## src/hdl/pixel_format_alpha_writer_macros.svh

```systemverilog
// Assertion macros for the pixel format alpha writer.
`ifndef PIXEL_FORMAT_ALPHA_WRITER_MACROS_SVH
`define PIXEL_FORMAT_ALPHA_WRITER_MACROS_SVH

`ifndef ASSERT_OFF

`define PFAW_ASSERT(label, prop, msg) \
  label: assert property (@(posedge clk) disable iff (rst) (prop)) else $error(msg);

`define PFAW_ASSERT_IMPL(label, pre, post, msg) \
  label: assert property (@(posedge clk) disable iff (rst) (pre) |-> (post)) else $error(msg);

`else

`define PFAW_ASSERT(label, prop, msg)

`define PFAW_ASSERT_IMPL(label, pre, post, msg)

`endif

`endif

```

## src/hdl/pfaw_pkg.sv

```systemverilog
// Types and codes for the pixel format alpha writer.
package pfaw_pkg;

  typedef enum logic [1:0] {
    FMT_RGB555  = 2'd0,
    FMT_RGB565  = 2'd1,
    FMT_BGR24   = 2'd2,
    FMT_XRGB32  = 2'd3
  } fmt_t;

  typedef enum logic [1:0] {
    MODE_PLAIN = 2'd0,
    MODE_TEST  = 2'd1,
    MODE_BLEND = 2'd2
  } mode_t;

  localparam logic REG_FORMAT = 1'b0;
  localparam logic REG_MODE   = 1'b1;

  localparam fmt_t  FORMAT_RESET = FMT_RGB565;
  localparam logic [1:0] MODE_RESET = 2'd0;

  typedef struct packed {
    logic [7:0]  red;
    logic [7:0]  green;
    logic [7:0]  blue;
    logic [7:0]  alpha;
    logic [31:0] dest_pixel;
  } request_t;

  typedef struct packed {
    logic [31:0] pixel_out;
    logic        write_enable;
  } result_t;

endpackage

```

## src/hdl/pixel_format_alpha_writer.sv

```systemverilog
// Pixel format alpha writer: pack, alpha test or blend one pixel per clock.
// An accepted request passes the input register, then the result and done registers.
// Throughput: one request per cycle, set by the input register and result register pair.
// busy is high only during reset; the receiver cannot stall, so done is never held off.
// Reset (rst, synchronous, active high) sets pixel_format to 16-bit 565, write_mode to
// plain write, and drops any request in flight.
`include "pixel_format_alpha_writer_macros.svh"

module pixel_format_alpha_writer (
  input  logic               clk,
  input  logic               rst,
  input  logic               start,
  output logic               busy,
  input  pfaw_pkg::request_t request,
  output logic               done,
  output pfaw_pkg::result_t  result,
  input  logic               cfg_we,
  input  logic               cfg_index,
  input  logic [1:0]         cfg_data
);

  pfaw_pkg::fmt_t     pixel_format;
  logic [1:0]         write_mode;
  logic               stage_valid;
  pfaw_pkg::request_t stage_req;
  pfaw_pkg::result_t  result_next;

  logic [7:0]  dr, dg, db;
  logic [7:0]  nr, ng, nb;
  logic [7:0]  plain_top;

  function automatic logic [7:0] mix(input logic [7:0] s, input logic [7:0] d,
                                     input logic [7:0] a);
    logic [15:0] ps;
    logic [15:0] pd;
    logic [8:0]  sum;
    ps  = 16'(s) * 16'(a);
    pd  = 16'(d) * 16'(8'hFF - a);
    sum = {1'b0, ps[15:8]} + {1'b0, pd[15:8]};
    return sum[7:0];
  endfunction

  function automatic logic [31:0] pack(input pfaw_pkg::fmt_t f, input logic [7:0] r,
                                       input logic [7:0] g, input logic [7:0] b,
                                       input logic [7:0] top);
    logic [31:0] w;
    unique case (f)
      pfaw_pkg::FMT_RGB555: w = {17'b0, r[7:3], g[7:3], b[7:3]};
      pfaw_pkg::FMT_RGB565: w = {16'b0, r[7:3], g[7:2], b[7:3]};
      default:              w = {top, r, g, b};
    endcase
    return w;
  endfunction

  assign busy = rst;

  always_ff @(posedge clk) begin
    if (rst) begin
      pixel_format <= pfaw_pkg::FORMAT_RESET;
      write_mode   <= pfaw_pkg::MODE_RESET;
    end else if (cfg_we) begin
      unique case (cfg_index)
        pfaw_pkg::REG_FORMAT: pixel_format <= pfaw_pkg::fmt_t'(cfg_data);
        pfaw_pkg::REG_MODE:   write_mode   <= cfg_data;
      endcase
    end
  end

  always_ff @(posedge clk) begin
    if (rst) begin
      stage_valid <= 1'b0;
      done        <= 1'b0;
    end else begin
      stage_valid <= start && !busy;
      done        <= stage_valid;
    end
  end

  always_ff @(posedge clk) begin
    stage_req <= request;
    result    <= result_next;
  end

  always_comb begin
    unique case (pixel_format)
      pfaw_pkg::FMT_RGB555: begin
        dr = {stage_req.dest_pixel[14:10], 3'b0};
        dg = {stage_req.dest_pixel[9:5], 3'b0};
        db = {stage_req.dest_pixel[4:0], 3'b0};
      end
      pfaw_pkg::FMT_RGB565: begin
        dr = {stage_req.dest_pixel[15:11], 3'b0};
        dg = {stage_req.dest_pixel[10:5], 2'b0};
        db = {stage_req.dest_pixel[4:0], 3'b0};
      end
      default: begin
        dr = stage_req.dest_pixel[23:16];
        dg = stage_req.dest_pixel[15:8];
        db = stage_req.dest_pixel[7:0];
      end
    endcase

    nr = mix(stage_req.red,   dr, stage_req.alpha);
    ng = mix(stage_req.green, dg, stage_req.alpha);
    nb = mix(stage_req.blue,  db, stage_req.alpha);

    plain_top = (pixel_format == pfaw_pkg::FMT_BGR24) ? stage_req.dest_pixel[31:24] : 8'h00;

    priority if (write_mode == pfaw_pkg::MODE_BLEND) begin
      result_next.pixel_out    = pack(pixel_format, nr, ng, nb, stage_req.dest_pixel[31:24]);
      result_next.write_enable = 1'b1;
    end else if (write_mode == pfaw_pkg::MODE_TEST && stage_req.alpha == 8'h00) begin
      result_next.pixel_out    = stage_req.dest_pixel;
      result_next.write_enable = 1'b0;
    end else begin
      result_next.pixel_out    = pack(pixel_format, stage_req.red, stage_req.green,
                                      stage_req.blue, plain_top);
      result_next.write_enable = 1'b1;
    end
  end

  `PFAW_ASSERT_IMPL(a_done_follows_start, start && !busy, ##2 done, "result lost")
  `PFAW_ASSERT_IMPL(a_done_has_start, done, $past(start && !busy, 2), "result invented")
  `PFAW_ASSERT_IMPL(a_reject_only_test, done && !result.write_enable,
                    write_mode == pfaw_pkg::MODE_TEST, "write suppressed outside alpha test")
  `PFAW_ASSERT_IMPL(a_narrow_upper_zero,
                    done && result.write_enable &&
                    (pixel_format == pfaw_pkg::FMT_RGB555 || pixel_format == pfaw_pkg::FMT_RGB565),
                    result.pixel_out[31:16] == 16'h0000, "upper bits set in 16-bit format")

endmodule
```

## config.mk

```make
export PLATFORM = sky130hd
export DESIGN_NAME = pixel_format_alpha_writer
export DESIGN_NICKNAME = d
export VERILOG_FILES = /design/src/hdl/pfaw_pkg.sv /design/src/hdl/pixel_format_alpha_writer.sv
export VERILOG_INCLUDE_DIRS = /design/src /design/src/hdl
export SDC_FILE = /design/constraint.sdc
export NUM_CORES = 1
export LEC_CHECK = 0
export ABC_AREA = 1
export ABC_CLOCK_PERIOD_IN_PS = 11600
export BUFFER_PORTS_ARGS = -buffer_cell sky130_fd_sc_hd__buf_4
export CORE_UTILIZATION = 50
export DETAILED_ROUTE_END_ITERATION = 8
export PLACE_DENSITY = 0.75
export REMOVE_ABC_BUFFERS = 1
export SYNTH_ARGS = -nofsm -noshare
export SYNTH_HDL_FRONTEND = slang
export SYNTH_SLANG_ARGS = --single-unit
```

## constraint.sdc

```tcl
create_clock -name clk -period 11.6 [get_ports clk]
set_input_delay 2.32 -clock clk [delete_from_list [all_inputs] [get_ports clk]]
set_output_delay 2.32 -clock clk [all_outputs]
set_load 0.02 [all_outputs]
```

Yosys cells after proc, flatten, opt, wreduce, memory -nomap -nowiden
Index checks and enable logic that the tools add are counted.
- flip-flop bits (word level): 103
- input port bits: 71
- output and inout bits: 35
- logic and storage cells: 42
- add/subtract/negate cells: 4
- multiply operators: 6
- eq/ne operators: 4
- muxes and demuxes: 8
- bitwise gates (word level): 1
- reductions and logical operators: 8
- operators with widths (operator ; count):
    case mux 32 bit (2 select lines) ; 2
    two-way mux 33 bit ; 2
    multiplier 8 x 8 -> 16 bit ; 3
    multiplier 8 x 16 -> 16 bit ; 2
    case mux 8 bit (2 select lines) ; 2
    adder 8 bit ; 3
    multiplier 9 x 9 -> 16 bit ; 1
    two-way mux 8 bit ; 2
    subtractor 8 x 8 -> 9 bit (first input constant) ; 1
    zero test 8 bit ; 1
    == test 2 x 1 -> 1 bit (second input constant) ; 2
    == test 2 bit (second input constant) ; 2
    AND reduction 2 bit ; 2
    logical AND 1 bit ; 2
    zero test 2 bit ; 1
    OR reduction 2 bit ; 1
    zero test 1 bit ; 1
    inverter 1 bit ; 1

Depth between registers and ports, before layout
- depth after elaboration: 7
- gate-level depth with buffers: 38
- gate-level depth less buffers: 36

Worst setup path after synthesis
No wires, ideal clock.
- kind: reg2reg
- start point: register pixel_format[1]
- end point: register result[8] (netlist name)
- arrival: 5.602 ns
- data required time: 11.485 ns
- slack: 5.883 ns
- stages on the path, launching flop included: 33
- buffers on the path: 2
- period minus slack after synthesis: 5.717 ns
- path through: dfxtp_1 -> buf_6 -> clkbuf_1 -> o21ai_0 -> inv_1 -> nand2_1 -> fa_1 -> inv_1 -> fa_1 -> inv_1 -> fa_1 -> fa_1 -> inv_1 -> ha_1 -> nand2_1 -> a21oi_1 -> a211oi_1 -> o21ai_2 -> nand3_2 -> nand2_1 -> nand2_1 -> nand2_1 -> xor2_1 -> ha_1 -> nand2_1 -> o21ai_0 -> a21oi_1 -> xor2_1 -> nand3_1 -> nand2_1 -> nand2_1 -> nand3_1 -> nand2_1
- RTL lines (item ; RTL line ; RTL):
    start: declaration ; pixel_format_alpha_writer.sv:22 ; pfaw_pkg::fmt_t pixel_format;
    start signal: assignment ; pixel_format_alpha_writer.sv:59 ; pixel_format <= pfaw_pkg::FORMAT_RESET;
    start signal: assignment ; pixel_format_alpha_writer.sv:63 ; pfaw_pkg::REG_FORMAT: pixel_format <= pfaw_pkg::fmt_t'(cfg_data);
    end signal: assignment ; pixel_format_alpha_writer.sv:81 ; result <= result_next;
    end: declaration ; pixel_format_alpha_writer.sv:16 ; output pfaw_pkg::result_t result,

==> out/results.ini <==
[worst_setup_path]
crit_family = adder cells
setup.worst_path.end_class = flip-flop
critPathArrivalTime_ps = 7780
critPathRequiredTime_ps = 11900
startpoint_type = flip-flop
crit_buf_inv = 5
reg2reg_slack_ps = 4120
rr_endpoint = result[14]
crit_path_frequent_cell = nand2_1
reg2reg_depth = 30
crit_fanout = 49
crit_type = reg -> reg
worst_path_largest_cell_delay_ps = 750
crit_slowest_cell = nor2_1
reg2reg_from = pixel_format[1]

[synth]
synth_top_area_share_pct = 26.5
synth_area_per_cell_um2 = 7.50
yosysWarnings = 0
netlist_instances = 2151
synth-seq-cells = 103
async_flop_share_pct = 0
syn-cell-area_um2 = 16100
synthTopCellsByCount = inv_1, nand2_1, ha_1
ys_dominant_reg_cell = dfxtp_1
synth.area.top_cells = fa_1, ha_1, dfxtp_1, inv_1, nand2_1
synth_enable_flop_cells = 0
yosysUniqueCellTypes = 50
yosysSeqAreaShare_pct = 12.8
synth_most_common_cell = inv_1
synth_top_area_cell = fa_1

[drt]
drt_first_pass_iters = 5
drcViolationCount = 0
drt_wl_total_um = 41900
antenna_left = 0
drtIter0Drc = 1021
num_vias = 13745
vias_per_cell = 5.28
post_drt_wl_per_cell_um = 16.1

[cts]
ctsHoldBuffers = 0
clock_latency_ps = 380
cts_buffers = 9
clockRootBuffer = clkbuf_16
postCtsSetupBuffers = 0
cts_max_path_buffers = 2
htreeDepth = 3
clock-sinks = 103
clk_pin_slew_worst_paths_ps = 70
cts_tree = yes
cts.repair.resized = 0

[power_and_ir_drop]
vdd_drop_max_v = 0.000205
powerDensity_nw_per_um2 = 232
cellLeakagePower_nw = 10.3

[finish]
final_area_um2 = 17500
area_growth_pct = 8.27
fin_nets = 2702
regArea_um2 = 2070
multi_input_area_um2 = 11800
drive_above_1_share_pct = 7.18
fillers = 2909
antenna_cells = 0

[timing]
hold_viol_final = 0
fin_crit_sh_pct = 64.5
fin_tns_setup_ps = 0
layout_min_cycle_time_ps = 7480
finalClockSkew_ps = 18.1
max_slew_margin_pct = 31.6
finalSetupViolCount = 0
max_slew.worst_pin.slew_ps = 1030
rsz0062_at_grt = false
drv_slew = 0
max_clock_freq_ghz = 0.134

[flow_run]
cap_violations = 0

[placed_design]
gp_congestion = 0.933
place_area_um2 = 17200
place_hpwl_um = 32900
portBuffers = 105

[global_route]
track_usage_pct = 26.6
grt-ovfl-total = 0
grt_pass1_vias = 14394
grt_max_degree = 50
grt_first_pass_wirelength_um = 69600
antenna_found_initial = 0

[status]
status = complete, no violations

[die]
die_height_um = 182
design.core.area_um2 = 31600
start_util_pct = 51.0
dieArea_um2 = 33000
die_w_um = 182
num_io_pins = 106
fp-row-count = 65

[min_path]
min_path_type = reg -> reg
holdPathEnd = done
whs_path_depth = 2
hp-start = stage_valid

registers in the layout (all words and copies together) (netlist names):
signal and cells:
stage_req 64, result 33, pixel_format 2, write_mode 2, done 1, stage_valid 1
per-stage QoR:
stage | worst slack [ps] | power, W | hold WS (ps) | cells | utilization [%]
floorplan | 4930 | 0.00289 | 388 | 2072 | -
global placement | 4460 | 0.00359 | 396 | 2588 | 54.3
detailed placement | 4260 | 0.00367 | 404 | 2588 | 54.3
CTS | 4200 | 0.00402 | 418 | 2604 | 55.2
global route | 3660 | 0.00452 | 447 | 2604 | 55.2
finish | 4120 | 0.00406 | 413 | 2604 | 55.2
worst max path at each step:
| stage | end | slack (ps) | cells after the start | from |
|---|---|---|---|---|
| after global routing | result[14] | 3660 | 30 | pixel_format[1] |
| final | result[14] | 4120 | 30 | pixel_format[1] |
| after detailed placement | result[9] | 4260 | 28 | pixel_format[1] |
| after floorplan | result[14] | 4930 | 31 | pixel_format[1] |
| after global placement | result[14] | 4460 | 30 | pixel_format[1] |
| after CTS | result[14] | 4200 | 30 | pixel_format[1] |
where the power goes:
group | leakage (nW) | internal [W] | total, W | switching (W)
Sequential | 0.864 | 0.000400 | 0.000455 | 0.0000545
Combinational | 9.25 | 0.00125 | 0.00329 | 0.00204
Clock | 0.146 | 0.000152 | 0.000315 | 0.000163
Total | 10.3 | 0.00180 | 0.00406 | 0.00226
metal layers:
layer,part of all wire (%),GRT usage (%),vias to the layer above,wire length [um]
li1,-,-,6550,-
met4,2.8,9.36,0,1170
met3,7.6,4.71,80,3180
met2,47,45.0,515,19700
met1,43,34.0,6600,17800
met5,0,0,-,0
cells by family after synthesis:
kind of cell               Yosys count  synth area share (%)
buffers and inverters              609                  14.4
AOI/OAI and AO/OA                  204                  7.72
DFF                                103                  12.8
xor gates and xnor gates            58                  3.15
adders and majority gates          434                  43.6
and+or+nand+nor                    742                  18.3
muxes                                1                0.0620
final cells by class:
class / instances / area share, %
repair buffers: 114 / 4.90
clock inverters: 7 / 0.437
clock buffers: 9 / 1.29
well taps: 402 / 2.88
multi-input cells: 1439 / 67.3
inverters: 530 / 11.4
flip-flops and latches: 103 / 11.8
worst register-to-register path, delay by kind of cell (launching register included):
family	cells	cell delay, ps
xor gates and xnor gates	2	400
adders and majority gates	7	2920
DFF	1	640
AOI/OAI and AO/OA	6	1110
and+or+nand+nor	10	1510
buffers and inverters	5	850
layout by cell type, fill, tap and decap left out, types with 3 or more instances in the layout:
cell type / Yosys / layout
a22oi_1: 4 / 4
o211ai_1: 9 / 9
nand2_1: 456 / 456
o21ai_1: 3 / 3
o21ai_0: 37 / 37
o22ai_1: 13 / 13
o21ai_2: 5 / 5
inv_2: 5 / 5
o221ai_1: 8 / 8
buf_4: 2 / 114
inv_1: 523 / 523
a21oi_1: 84 / 84
clkbuf_16: 0 / 9
dfxtp_1: 103 / 100
ha_1: 220 / 220
nor4_1: 3 / 3
nand4_1: 10 / 10
a211oi_1: 9 / 9
nand3_1: 58 / 58
fa_1: 214 / 214
nor2_1: 198 / 198
nand2_4: 3 / 3
dfxtp_2: 0 / 3
a31oi_1: 3 / 3
a21o_1: 8 / 8
a221oi_1: 4 / 4
nor2_2: 4 / 4
xnor2_1: 19 / 19
o21a_1: 8 / 8
clkinv_4: 0 / 3
xor2_1: 39 / 39
Note: power is estimated with default switching activity, not from simulation.
